==> src/sv/bfr_pkg.sv <==
`timescale 1ns / 1ps
// shared constants, command type and helpers for the bitstream field reader
// no dependencies

package bfr_pkg;

   // storage size and derived widths
   localparam int BUFFER_BYTES = 4096;
   localparam int ADDR_W       = $clog2(BUFFER_BYTES);
   localparam int LOADED_W     = $clog2(BUFFER_BYTES + 1);
   localparam int POS_W        = LOADED_W + 3;

   // fixed field widths
   localparam int BYTE_POS_W = 13;
   localparam int VALUE_W    = 32;
   localparam int COUNT_W    = 6;

   // a 32-bit field at any bit offset touches at most five bytes
   localparam int WINDOW_BYTES = 5;
   localparam int SLOT_W       = $clog2(WINDOW_BYTES);

   // command queue between front and back
   localparam int QUEUE_DEPTH = 4;
   localparam int QUEUE_IDX_W = $clog2(QUEUE_DEPTH);
   localparam int QUEUE_CNT_W = $clog2(QUEUE_DEPTH + 1);

   // operation codes
   localparam logic [1:0] OP_CLEAR    = 2'd0;
   localparam logic [1:0] OP_APPEND   = 2'd1;
   localparam logic [1:0] OP_READ_RAW = 2'd2;
   localparam logic [1:0] OP_READ_INT = 2'd3;

   // integer coding modes
   localparam logic [1:0] MODE_PLAIN    = 2'd0;
   localparam logic [1:0] MODE_RANGE    = 2'd1;
   localparam logic [1:0] MODE_SOFT_MAX = 2'd2;

   localparam logic [COUNT_W-1:0] FULL_COUNT = COUNT_W'(VALUE_W);
   localparam logic [COUNT_W-1:0] FLAG_COUNT = COUNT_W'(1);

   typedef enum logic [1:0] {
      CMD_CLEAR,
      CMD_APPEND,
      CMD_READ
   } cmd_kind_type;

   // classified command; a read is one sub-read, or a flag sub-read then a second one
   typedef struct packed {
      cmd_kind_type         kind;
      logic [7:0]           data;
      logic [COUNT_W-1:0]   first_n;
      logic                 flag_first;
      logic [COUNT_W-1:0]   soft_n;
      logic [VALUE_W-1:0]   lo;
   } cmd_type;

   // bit position rounded up to whole bytes
   function automatic logic [BYTE_POS_W-1:0] byte_pos_of(input logic [POS_W-1:0] pos);
      logic [POS_W:0]            rounded;
      logic [POS_W+BYTE_POS_W:0] wide;
      rounded = {1'b0, pos} + (POS_W + 1)'(7);
      wide    = (POS_W + BYTE_POS_W + 1)'(rounded >> 3);
      return wide[BYTE_POS_W-1:0];
   endfunction

endpackage

==> src/sv/bfr_cmd_fifo.sv <==
`timescale 1ns / 1ps
// short command queue between front end and back end
// depends on bfr_pkg

module bfr_cmd_fifo (
   input  logic             clock,
   input  logic             reset,
   input  logic             push_valid,
   output logic             push_ready,
   input  bfr_pkg::cmd_type push_cmd,
   output logic             pop_valid,
   input  logic             pop_ready,
   output bfr_pkg::cmd_type pop_cmd
);

   bfr_pkg::cmd_type                 entry_ff [bfr_pkg::QUEUE_DEPTH];
   logic [bfr_pkg::QUEUE_IDX_W-1:0]  wr_ptr_ff, wr_ptr_in;
   logic [bfr_pkg::QUEUE_IDX_W-1:0]  rd_ptr_ff, rd_ptr_in;
   logic [bfr_pkg::QUEUE_CNT_W-1:0]  count_ff, count_in;
   logic                             do_push, do_pop;

   function automatic logic [bfr_pkg::QUEUE_IDX_W-1:0] next_ptr(
      input logic [bfr_pkg::QUEUE_IDX_W-1:0] p
   );
      return (p == bfr_pkg::QUEUE_IDX_W'(bfr_pkg::QUEUE_DEPTH - 1)) ? '0 : p + 1'b1;
   endfunction

   assign push_ready = (count_ff != bfr_pkg::QUEUE_CNT_W'(bfr_pkg::QUEUE_DEPTH));
   assign pop_valid  = (count_ff != '0);
   assign pop_cmd    = entry_ff[rd_ptr_ff];
   assign do_push    = push_valid && push_ready;
   assign do_pop     = pop_valid && pop_ready;

   always_comb begin
      wr_ptr_in = do_push ? next_ptr(wr_ptr_ff) : wr_ptr_ff;
      rd_ptr_in = do_pop ? next_ptr(rd_ptr_ff) : rd_ptr_ff;
      count_in  = count_ff;
      if (do_push && !do_pop) begin
         count_in = count_ff + 1'b1;
      end else if (do_pop && !do_push) begin
         count_in = count_ff - 1'b1;
      end
   end

   always_ff @(posedge clock) begin
      if (reset) begin
         wr_ptr_ff <= '0;
         rd_ptr_ff <= '0;
         count_ff  <= '0;
      end else begin
         wr_ptr_ff <= wr_ptr_in;
         rd_ptr_ff <= rd_ptr_in;
         count_ff  <= count_in;
      end
      if (do_push) begin
         entry_ff[wr_ptr_ff] <= push_cmd;
      end
   end

endmodule

==> config.mk <==
export PLATFORM = sky130hd
export DESIGN_NAME = bfr_cmd_fifo
export DESIGN_NICKNAME = d
export VERILOG_FILES = /design/src/sv/bfr_pkg.sv /design/src/sv/bfr_cmd_fifo.sv
export SDC_FILE = /design/constraint.sdc
export NUM_CORES = 1
export LEC_CHECK = 0
export ABC_AREA = 1
export BUFFER_PORTS_ARGS = -buffer_cell sky130_fd_sc_hd__buf_2
export CAP_MARGIN = 40
export CELL_PAD_IN_SITES_DETAIL_PLACEMENT = 1
export CELL_PAD_IN_SITES_GLOBAL_PLACEMENT = 2
export CORE_MARGIN = 4
export CORE_UTILIZATION = 34
export CTS_BUF_LIST = sky130_fd_sc_hd__clkbuf_8 sky130_fd_sc_hd__clkbuf_16
export CTS_CLUSTER_SIZE = 24
export DETAILED_ROUTE_END_ITERATION = 7
export HOLD_SLACK_MARGIN = 0.08
export PLACE_DENSITY = 0.75
export RECOVER_POWER = 100
export REMOVE_ABC_BUFFERS = 1
export SLEW_MARGIN = 20
export SYNTH_ARGS = -nofsm -noshare
export SYNTH_HDL_FRONTEND = slang
export SYNTH_SLANG_ARGS = --single-unit
==> constraint.sdc <==
create_clock -name clock -period 8.05 [get_ports clock]
set_input_delay 1.61 -clock clock [delete_from_list [all_inputs] [get_ports clock]]
set_output_delay 1.61 -clock clock [all_outputs]
set_load 0.05 [all_outputs]
==> summary.md <==
| Metric | Value |
|---|---|
| Final Hold Viols | `0` |
| Post-synthesis sequential element count | `229` |
| Failing checks | `max-capacitance violations, max-slew violations` |
| Number of max-cap violations | `8` |
| Final Slew Violations | `275` |
| Clock buffers created by TritonCTS | `25` |
| Switch Pwr | `1640 uW` |
| Maximum VDD drop | `0.193 mV` |
| # port buffers | `115` |
| Total Die Area | `0.0281 mm^2` |
| Share of synthesized area occupied by flip-flops and latches | `78.5%` |
| Count of endpoints failing setup in the final report | `0` |
| Final estimated routing congestion in global placement | `0.720` |
| Worst hold-check path type | `flop to flop` |
| Setup slack of the most critical reg-to-reg path | `3.63 ns` |
| H-Tree Level Count | `1` |
| Setup TNS | `0 ns` |
| Crit. End Element | `output port` |
| Post-route insts no fill | `1066` |
| Worst Skew | `0.0102 ns` |
| Hold buffer count at CTS | `0` |
| Number of buffers inserted by post-CTS setup repair | `0` |
| Clock tree from TritonCTS | `yes` |
| Clk pwr share | `25.6%` |
| Required time worst endpoint | `6.44 ns` |
| Global route total overflow | `0` |
| Mean Syn Cell Area | `14.4 um^2` |
| Initial antenna violation count | `1` |
| Peak fanout along the critical path | `63` |
| Clock insertion delay at the later pin of the skew report | `0.50 ns` |
| GRT Total Usage | `14.2%` |
| Max_slew headroom | `-70.8%` |
| Number of resized instances in the post-cts repair step | `0` |
| Global-route wire length before repair | `31.8 mm` |
| Number of global-route vias before repair | `5989` |
| Transition time at the pin with the least slew margin | `2.56 ns` |
| Detailed-routing iteration count for the pre-antenna-repair pass | `4` |
| Ordered list of cells on the worst path | `buf_12, inv_4, buf_16, o21ai_0, o22ai_1, clkbuf_1` |
| Area delta synth->final | `17.4%` |
| Floorplan row count | `58` |
| Routed via count divided by cell count | `5.00` |
| Post-synth design cell area | `0.00865 mm^2` |
| ANT cells | `0` |
| Path type of the worst setup path | `flop to output port` |
| Iteration-0 DRC Markers | `325` |
| Vert. Die Dim | `167 um` |
| Fraction of layout instances using a drive strength above 1 | `7.88%` |
| Final routed wire length divided by cell count | `19.0 um` |
| Maximum frequency from static timing analysis | `181 MHz` |
| Clock slew at reported path FFs | `0.06 ns` |
| CTS max path bufs | `3` |
| Post-route cell area | `0.0102 mm^2` |
| Dpl cell area | `0.00963 mm^2` |
| Critical-path top delay cell | `dfxtp_1` |
| CTS sink count | `229` |
| Count of vias placed by the detailed router | `5328` |
| Initial Util | `34.4%` |
| Share of power burned in combinational logic | `35.0%` |
| Sequential power share | `39.4%` |
| Final worst-path cycle share | `68.5%` |
| Count of pins on the block boundary | `116` |
| Leakage | `0.00334 uW` |
| Die W | `167 um` |
| Power density normalized to cell area | `391 mW/mm^2` |
| Distinct cell type count after synthesis | `20` |
| CP peak stage delay | `1.86 ns` |
| Int Pwr | `2330 uW` |
| Pin count of the biggest net entering global routing | `64` |
| Sort of element at the start of the critical path | `flop` |
| Post-detailed-routing wire length | `20.2 mm` |
| Worst path arrival time | `3.90 ns` |
| Setup repair after global routing missed its margin | `false` |
| Result of the run | `finished with violations` |
| Post-detailed-route count of antenna-violating nets | `0` |
| Yosys warnings | `0` |
| Number of placed instances, taps included | `1022` |
| Root cell of the clock tree | `clkbuf_16` |
| Post-layout min period | `5.51 ns` |
| Area inside the core boundary | `0.0251 mm^2` |
| Syn Inst Count | `601` |
| DP Wirelength | `12.3 mm` |
| Final Net Count | `785` |
| Switching power as a share of total power | `41.3%` |
| DR DRC count | `0` |
[synth_stat cells (all sizes together)]
cell type    n  share of area [%]
fa           1               0.23
buf         17                1.9
ha           6               0.87
nand2       14               0.61
nand3        2               0.12
clkbuf      18               0.78
nand3b       2               0.17
edfxtp     220                 76
dfxtp        9                2.1
inv         16               0.69
nor2       125                5.4
a21oi        3               0.17
nand4        1              0.072
o21ai      111                6.4
xor2         1               0.10
o22ai       55                4.0
[per-stage QoR]
step | hold slack, ns | setup WS (ns) | util (%) | total power (uW)
after floorplan | 0.483 | 2.73 | - | 2580
after global placement | 0.500 | 3.74 | 37.7 | 2970
after detailed placement | 0.552 | 4.10 | 38.4 | 3050
after CTS | 0.571 | 3.57 | 41.3 | 4080
after global routing | 0.588 | 2.22 | 40.4 | 4190
final | 0.569 | 2.54 | 40.4 | 3970
[sequential cells by signal, indices dropped and copies added (netlist names), named ones only]
register and cells:
rd_ptr_ff 2, wr_ptr_ff 2, entry_ff 220, count_ff 3
[path summary, 6_finish.rpt]
kind                     start              end  cells after the start
setup / recovery          flop      pop_cmd[37]                      6
hold / removal    wr_ptr_ff[1]     wr_ptr_ff[1]                      2
hold reg to reg   wr_ptr_ff[1]     wr_ptr_ff[1]                      2
setup reg to reg   count_ff[0]  entry_ff[3][13]                      6
[logic make-up (layout without fill, tap and decap cells)]
| family | after synthesis | after routing | synth area share (%) |
|---|---|---|---|
| flops | 229 | 229 | 78.5 |
| compound gates | 169 | 169 | 10.6 |
| simple gates | 144 | 144 | 6.39 |
| buf+inv | 51 | 186 | 3.36 |
| fa+ha+maj | 7 | 7 | 1.10 |
| xor+xnor | 1 | 1 | 0.101 |
[cell type report]
cell class              count  area (um^2)
well taps                 330          413
fillers                  2700        15000
flip-flops and latches    229         6790
multi-input cells         321         1600
inverters                  16         62.6
clock inverters            19          114
repair buffers            126          549
clock buffers              25          626
[cell usage in the layout, fill, tap and decap left out]
cell type	synthesis	final
nor2_4	0	4
dfxtp_1	9	8
nand2_1	14	14
nand3_1	2	2
edfxtp_1	220	220
inv_6	0	1
buf_2	4	16
o21ai_0	65	77
o21ai_1	46	34
clkbuf_16	0	25
inv_1	14	22
xor2_1	1	1
buf_16	0	1
clkinv_2	0	3
nand4_1	1	1
clkbuf_1	18	107
nand3b_1	2	2
nor2_1	125	121
a21oi_1	3	3
buf_12	0	2
fa_1	1	1
inv_4	0	1
ha_1	6	6
inv_2	2	1
o22ai_1	55	55
clkinv_1	0	4
dfxtp_4	0	1
bufinv_16	0	1
clkinvlp_4	0	2
[routing by layer]
metal  global-route usage [%]  wire (um)  up-vias
met5                        0         19        -
met4                     3.60        354        2
met3                     3.99       1260       30
met2                     25.5      10200      121
met1                     16.8       8370     2695
li1                         -          -     2480
[power groups by stage]
stage               combinational [uW]  sequential (uW)  clock, uW
finish                            1390             1560       1020
global route                      1500             1590       1110
CTS                               1460             1560       1050
detailed placement                1460             1590          0
global placement                  1370             1600          0
floorplan                         1030             1560          0
[worst max-delay path: cells and delay by family (launching register included)]
family | cells | cell delay, ns
flops | 1 | 1.86
buf+inv | 4 | 1.16
compound gates | 2 | 0.32
Note: power is estimated with default switching activity, not from simulation.
