==> src/sv/bfr_pkg.sv <==
`timescale 1ns / 1ps
// shared constants, command type and helpers for the bitstream field reader
// no dependencies

package bfr_pkg;

   // storage size and derived widths
   localparam int BUFFER_BYTES = 4096;
   localparam int ADDR_W       = $clog2(BUFFER_BYTES);
   localparam int LOADED_W     = $clog2(BUFFER_BYTES + 1);
   localparam int POS_W        = LOADED_W + 3;

   // fixed field widths
   localparam int BYTE_POS_W = 13;
   localparam int VALUE_W    = 32;
   localparam int COUNT_W    = 6;

   // a 32-bit field at any bit offset touches at most five bytes
   localparam int WINDOW_BYTES = 5;
   localparam int SLOT_W       = $clog2(WINDOW_BYTES);

   // command queue between front and back
   localparam int QUEUE_DEPTH = 4;
   localparam int QUEUE_IDX_W = $clog2(QUEUE_DEPTH);
   localparam int QUEUE_CNT_W = $clog2(QUEUE_DEPTH + 1);

   // operation codes
   localparam logic [1:0] OP_CLEAR    = 2'd0;
   localparam logic [1:0] OP_APPEND   = 2'd1;
   localparam logic [1:0] OP_READ_RAW = 2'd2;
   localparam logic [1:0] OP_READ_INT = 2'd3;

   // integer coding modes
   localparam logic [1:0] MODE_PLAIN    = 2'd0;
   localparam logic [1:0] MODE_RANGE    = 2'd1;
   localparam logic [1:0] MODE_SOFT_MAX = 2'd2;

   localparam logic [COUNT_W-1:0] FULL_COUNT = COUNT_W'(VALUE_W);
   localparam logic [COUNT_W-1:0] FLAG_COUNT = COUNT_W'(1);

   typedef enum logic [1:0] {
      CMD_CLEAR,
      CMD_APPEND,
      CMD_READ
   } cmd_kind_type;

   // classified command; a read is one sub-read, or a flag sub-read then a second one
   typedef struct packed {
      cmd_kind_type         kind;
      logic [7:0]           data;
      logic [COUNT_W-1:0]   first_n;
      logic                 flag_first;
      logic [COUNT_W-1:0]   soft_n;
      logic [VALUE_W-1:0]   lo;
   } cmd_type;

   // bit position rounded up to whole bytes
   function automatic logic [BYTE_POS_W-1:0] byte_pos_of(input logic [POS_W-1:0] pos);
      logic [POS_W:0]            rounded;
      logic [POS_W+BYTE_POS_W:0] wide;
      rounded = {1'b0, pos} + (POS_W + 1)'(7);
      wide    = (POS_W + BYTE_POS_W + 1)'(rounded >> 3);
      return wide[BYTE_POS_W-1:0];
   endfunction

endpackage

==> src/sv/bfr_req_if.sv <==
`timescale 1ns / 1ps
// request channel of the bitstream field reader: valid, ready and request payload
// no dependencies

interface bfr_req_if;
   logic               valid;
   logic               ready;
   logic [1:0]         operation;
   logic [7:0]         byte_in;
   logic [5:0]         raw_width;
   logic [1:0]         int_mode;
   logic signed [31:0] min_value;
   logic signed [31:0] max_value;

   modport source (
      output valid, operation, byte_in, raw_width, int_mode, min_value, max_value,
      input  ready
   );

   modport sink (
      input  valid, operation, byte_in, raw_width, int_mode, min_value, max_value,
      output ready
   );
endinterface

==> src/sv/bfr_front.sv <==
`timescale 1ns / 1ps
// front end: accepts request transactions and turns them into queue commands
// depends on bfr_pkg and bfr_req_if

module bfr_front (
   input  logic             clock,
   input  logic             reset,
   bfr_req_if.sink          req_if,
   output logic             push_valid,
   input  logic             push_ready,
   output bfr_pkg::cmd_type push_cmd
);

   logic             front_valid_ff, front_valid_in;
   bfr_pkg::cmd_type front_cmd_ff, front_cmd_in;
   bfr_pkg::cmd_type cmd;
   logic             accept;
   logic [32:0]      span;
   logic [bfr_pkg::COUNT_W-1:0] range_n;
   logic [bfr_pkg::COUNT_W-1:0] soft_n;

   // number of significant bits
   function automatic logic [bfr_pkg::COUNT_W-1:0] bit_len(
      input logic [bfr_pkg::VALUE_W-1:0] d
   );
      logic [bfr_pkg::COUNT_W-1:0] n;
      n = '0;
      for (int i = 0; i < bfr_pkg::VALUE_W; i++) begin
         if (d[i]) begin
            n = bfr_pkg::COUNT_W'(i + 1);
         end
      end
      return n;
   endfunction

   // exact 33-bit difference; positive only when max is above min
   assign span    = {req_if.max_value[31], req_if.max_value}
                  - {req_if.min_value[31], req_if.min_value};
   assign range_n = (req_if.max_value > req_if.min_value) ? bit_len(span[31:0]) : '0;
   assign soft_n  = (req_if.max_value > 32'sd0)
                  ? bit_len({1'b0, req_if.max_value[30:0]}) : '0;

   always_comb begin
      cmd         = '0;
      cmd.kind    = bfr_pkg::CMD_READ;
      cmd.data    = req_if.byte_in;
      case (req_if.operation)
         bfr_pkg::OP_CLEAR: begin
            cmd.kind = bfr_pkg::CMD_CLEAR;
         end
         bfr_pkg::OP_APPEND: begin
            cmd.kind = bfr_pkg::CMD_APPEND;
         end
         bfr_pkg::OP_READ_RAW: begin
            cmd.first_n = (req_if.raw_width > bfr_pkg::FULL_COUNT)
                        ? bfr_pkg::FULL_COUNT : req_if.raw_width;
         end
         bfr_pkg::OP_READ_INT: begin
            case (req_if.int_mode)
               bfr_pkg::MODE_PLAIN: begin
                  cmd.first_n = bfr_pkg::FULL_COUNT;
               end
               bfr_pkg::MODE_RANGE: begin
                  cmd.first_n = range_n;
                  cmd.lo      = req_if.min_value;
               end
               bfr_pkg::MODE_SOFT_MAX: begin
                  cmd.first_n    = bfr_pkg::FLAG_COUNT;
                  cmd.flag_first = 1'b1;
                  cmd.soft_n     = soft_n;
               end
               default: begin
                  // unused mode: no read, value zero
                  cmd.first_n = '0;
               end
            endcase
         end
         default: begin
            cmd.kind = bfr_pkg::CMD_CLEAR;
         end
      endcase
   end

   assign accept = req_if.valid && req_if.ready;

   always_comb begin
      front_valid_in = front_valid_ff;
      front_cmd_in   = front_cmd_ff;
      if (push_ready) begin
         front_valid_in = 1'b0;
      end
      if (accept) begin
         front_valid_in = 1'b1;
         front_cmd_in   = cmd;
      end
   end

   always_ff @(posedge clock) begin
      if (reset) begin
         front_valid_ff <= 1'b0;
      end else begin
         front_valid_ff <= front_valid_in;
      end
      front_cmd_ff <= front_cmd_in;
   end

   assign req_if.ready = !front_valid_ff || push_ready;
   assign push_valid   = front_valid_ff;
   assign push_cmd     = front_cmd_ff;

endmodule

==> src/flat_wrapper.sv <==
// flat-port wrapper written by rule: the top's interface ports become plain ports
module bfr_front_flat 
  (clock, reset, push_valid, push_ready, push_cmd, req_if_valid, req_if_operation, req_if_byte_in, req_if_raw_width, req_if_int_mode, req_if_min_value, req_if_max_value, req_if_ready);
  bfr_req_if req_if_i ();
  input  logic clock;
  input  logic reset;
  output logic push_valid;
  input  logic push_ready;
  output bfr_pkg::cmd_type push_cmd;
  input wire logic [$bits(req_if_i.valid)-1:0] req_if_valid;
  input wire logic [$bits(req_if_i.operation)-1:0] req_if_operation;
  input wire logic [$bits(req_if_i.byte_in)-1:0] req_if_byte_in;
  input wire logic [$bits(req_if_i.raw_width)-1:0] req_if_raw_width;
  input wire logic [$bits(req_if_i.int_mode)-1:0] req_if_int_mode;
  input wire logic [$bits(req_if_i.min_value)-1:0] req_if_min_value;
  input wire logic [$bits(req_if_i.max_value)-1:0] req_if_max_value;
  output wire logic [$bits(req_if_i.ready)-1:0] req_if_ready;
  assign req_if_i.valid = req_if_valid;
  assign req_if_i.operation = req_if_operation;
  assign req_if_i.byte_in = req_if_byte_in;
  assign req_if_i.raw_width = req_if_raw_width;
  assign req_if_i.int_mode = req_if_int_mode;
  assign req_if_i.min_value = req_if_min_value;
  assign req_if_i.max_value = req_if_max_value;
  assign req_if_ready = req_if_i.ready;
  bfr_front u_core (.clock(clock), .reset(reset), .req_if(req_if_i), .push_valid(push_valid), .push_ready(push_ready), .push_cmd(push_cmd));
endmodule
==> config.mk <==
export PLATFORM = sky130hd
export DESIGN_NAME = bfr_front_flat
export DESIGN_NICKNAME = d
export VERILOG_FILES = /design/src/sv/bfr_pkg.sv /design/src/sv/bfr_req_if.sv /design/src/sv/bfr_front.sv /design/src/flat_wrapper.sv
export SDC_FILE = /design/constraint.sdc
export NUM_CORES = 1
export LEC_CHECK = 0
export BUFFER_PORTS_ARGS = -buffer_cell sky130_fd_sc_hd__buf_2
export CAP_MARGIN = 20
export CORE_MARGIN = 4
export CORE_UTILIZATION = 30
export CTS_CLUSTER_SIZE = 20
export DETAILED_ROUTE_END_ITERATION = 8
export GPL_ROUTABILITY_DRIVEN = 0
export PLACE_DENSITY_LB_ADDON = 0.25
export RECOVER_POWER = 25
export SYNTH_ARGS = -nofsm -noshare
export SYNTH_HDL_FRONTEND = slang
export SYNTH_SLANG_ARGS = --single-unit
==> constraint.sdc <==
create_clock -name clock -period 5.6 [get_ports clock]
set_input_delay 1.68 -clock clock [delete_from_list [all_inputs] [get_ports clock]]
set_output_delay 1.68 -clock clock [all_outputs]
set_load 0.01 [all_outputs]
==> results.py <==
metrics = {
    "outcome": {
        "status": "finished clean",
    },
    "drt": {
        "vias_per_cell": 5.22,
        "routedWlPerCell_um": 16.7,
        "drt-total-wl_um": 15200,
        "ant_nets": 0,
        "drc": 0,
        "num_vias": 4754,
        "firstDrtPassIters": 5,
        "drt_first_iter_violations": 303,
    },
    "sta": {
        "slew_headroom": 0.251,
        "final-hold-violation-count": 0,
        "fmax_ghz": 0.214,
        "setup_tns_ps": 0,
        "min_period_over_period": 0.835,
        "setup_slack_ps": 922,
        "worst_pin_slew_ps": 1120,
        "grt_setup_unrepaired": "false",
        "finClkSkew_ps": 2.33,
        "min_period_ps": 4680,
        "setup_violations": 0,
        "maxSlewViolCount": 0,
    },
    "worst_setup_path": {
        "r2r_slack_ps": 3500,
        "cp.arrival_ps": 4720,
        "critical-path-top-delay-family": "compound AO/OA/AOI/OAI gates",
        "cpPeakStageDelay_ps": 400,
        "r2r_end": "u_core.push_cmd[27]",
        "r2r_cells": 3,
        "crit_path_end_kind": "flip-flop",
        "critPathSlowestCell": "fa_1",
        "path_cells": "buf_2 -> inv_1 -> ha_1 -> fa_1 -> nand2b_1 -> a21o_1 -> a211o_1 -> a31oi_1 -> xnor2_1 -> o311ai_0 -> or3_4 -> or2_0 -> a221o_1",
        "r2r_start": "u_core.push_valid",
        "path_max_fanout": 4,
        "start_kind": "primary input",
        "cp_data_required_time_ps": 5640,
        "cp_num_buf_inv": 2,
        "path_class": "primary input to flip-flop",
    },
    "final_layout": {
        "drive_above_1_share": 0.236,
        "multi_input_area_um2": 3010,
        "area.growth.synth_to_final_pct": 21.8,
        "fillers": 1685,
        "diodes": 0,
        "post-route-util": 0.374,
        "mostFrequentLayoutCell": "buf_2",
        "most-common-layout-cells": "buf_2, edfxtp_1, inv_1, nor2_1, and2_1",
        "final_cells": 911,
        "ff_latch_area_um2": 1640,
        "fin_nets": 813,
    },
    "min_path": {
        "hold_end": "u_core.push_valid",
        "min_path_type": "flip-flop to flip-flop",
        "min_from": "u_core.push_valid",
        "hold_depth": 2,
    },
    "power": {
        "p_leak_uw": 0.00262,
        "power.density_nw_per_um2": 216,
        "vdd_ir_drop_max_mv": 0.141,
    },
    "global_routing": {
        "grt_use_total": 0.157,
        "grt_remaining_overflow": 0,
        "grt_max_degree": 42,
        "grt_pass1_vias": 4531,
        "grt_antenna_before_repair": 0,
        "grt_pass1_wl_um": 23500,
    },
    "cts": {
        "cts_tree": "done",
        "clk_pin_slew_ps": 70,
        "cts_resized": 0,
        "clk_path_buf_depth": 2,
        "cts.sinks": 55,
        "h-tree-depth": 2,
        "clk_latency_ps": 290,
        "cts.root.buffer_cell": "clkbuf_16",
        "post-cts-setup-buffer-count": 0,
        "cts_buffers": 5,
        "ctsHoldBuffers": 0,
    },
    "logic_synthesis": {
        "syn_area_um2": 4920,
        "ys.flop_type": "edfxtp_1",
        "synth_warnings": 0,
        "ys_seq_area_frac": 0.334,
        "syn_inst": 560,
        "syn_avg_cell_area_um2": 8.79,
        "async_flop_share": 0,
        "ys_types": 75,
        "ys_ff_latch": 55,
        "synth_edf_count": 54,
        "syn_nets": 679,
    },
    "die": {
        "fp.dieH_um": 136,
        "die_w_um": 136,
        "core_um2": 16000,
        "start_util": 0.307,
        "io_pins": 143,
        "die-area_um2": 18500,
        "rows": 46,
    },
    "placement": {
        "dp.cells": 903,
        "io_buffers": 141,
        "dp_hpwl_um": 12800,
        "dp_slack_ps": 631,
    },
    "run": {
        "cap_violations": 0,
    },
}
-- stage by stage --
stage,hold WS [ps],total power [µW],area [µm²]
after floorplan,593,812,4920
after global placement,487,951,5840
after detailed placement,522,958,5840
after CTS,531,1300,6010
after global routing,567,1370,5990
final,528,1300,5990
-- how the worst max path moves through the flow --
| stage | from | endpoint | slack (ps) | depth (start not counted) |
|---|---|---|---|---|
| finish | req_if_max_value[0] | u_core.push_cmd[43] | 920 | 13 |
| global route | req_if_max_value[15] | u_core.push_cmd[42] | 740 | 10 |
| CTS | req_if_max_value[15] | u_core.push_cmd[42] | 960 | 10 |
| detailed placement | req_if_max_value[15] | u_core.push_cmd[42] | 630 | 10 |
| global placement | req_if_min_value[15] | u_core.push_cmd[42] | 710 | 11 |
| floorplan | req_if_max_value[0] | u_core.push_cmd[43] | 1040 | 12 |
-- synthesized netlist by cell type, drive strengths merged (6+ instances only) --
cell type	instances	area, µm²
xnor2	14	123
and2	40	253
edfxtp	54	1620
nor3	11	55.1
nand4	8	50.1
or2	7	43.8
and3	7	43.8
a311o	6	60.1
a21o	14	105
o21a	7	52.6
o21ai	28	140
or3	7	53.8
nor4	6	43.8
xor2	11	96.3
nor2b	7	43.8
nand3	10	50.1
inv	52	195
a211oi	7	52.6
o211ai	7	52.6
a21oi	36	188
a31oi	8	56.3
nand2	37	139
clkbuf	12	45.0
nand2b	9	56.3
nor2	43	161
ha	32	400
-- final cells by class --
cell class	count	share of cell area
Inverter	52	0.0326
Clock buffer	7	0.0221
Multi-Input combinational cell	437	0.502
Sequential cell	55	0.274
Timing Repair Buffer	143	0.119
Tap cell	216	0.0451
Clock inverter	1	0.00501
-- where the power goes --
group          switching (µW)  total (µW)  internal (µW)
clock network             131         343            211
registers                5.44         483            478
logic                     280         469            189
total                     417        1300            878
-- sequential cells by signal, indices dropped and copies added, names as in the netlist --
register / cells
u_core.push_cmd: 54
u_core.push_valid: 1
-- metal layers --
layer / wire, µm / global-route usage
met4: 386 / 0.0532
met3: 888 / 0.0155
met1: 6800 / 0.212
met5: 0 / 0
met2: 7110 / 0.262
-- worst min-delay path: stages (launching register included) --
cell	delay, ps
dfxtp_1	310
nand2b_1	100
a21oi_1	80
-- kinds of logic (layout without fill, tap and decap cells) --
| group | after synthesis | count (layout) | synth area share |
|---|---|---|---|
| and+or+nand+nor | 205 | 205 | 0.225 |
| DFF | 55 | 55 | 0.334 |
| other | 1 | 1 | 0.000762 |
| AOI/OAI and AO/OA | 169 | 169 | 0.247 |
| xor gates and xnor gates | 25 | 25 | 0.0445 |
| buffers and inverters | 68 | 203 | 0.0547 |
| adders and majority gates | 33 | 33 | 0.0855 |
| muxes | 4 | 4 | 0.00865 |
(Power assumes the default switching activity.)
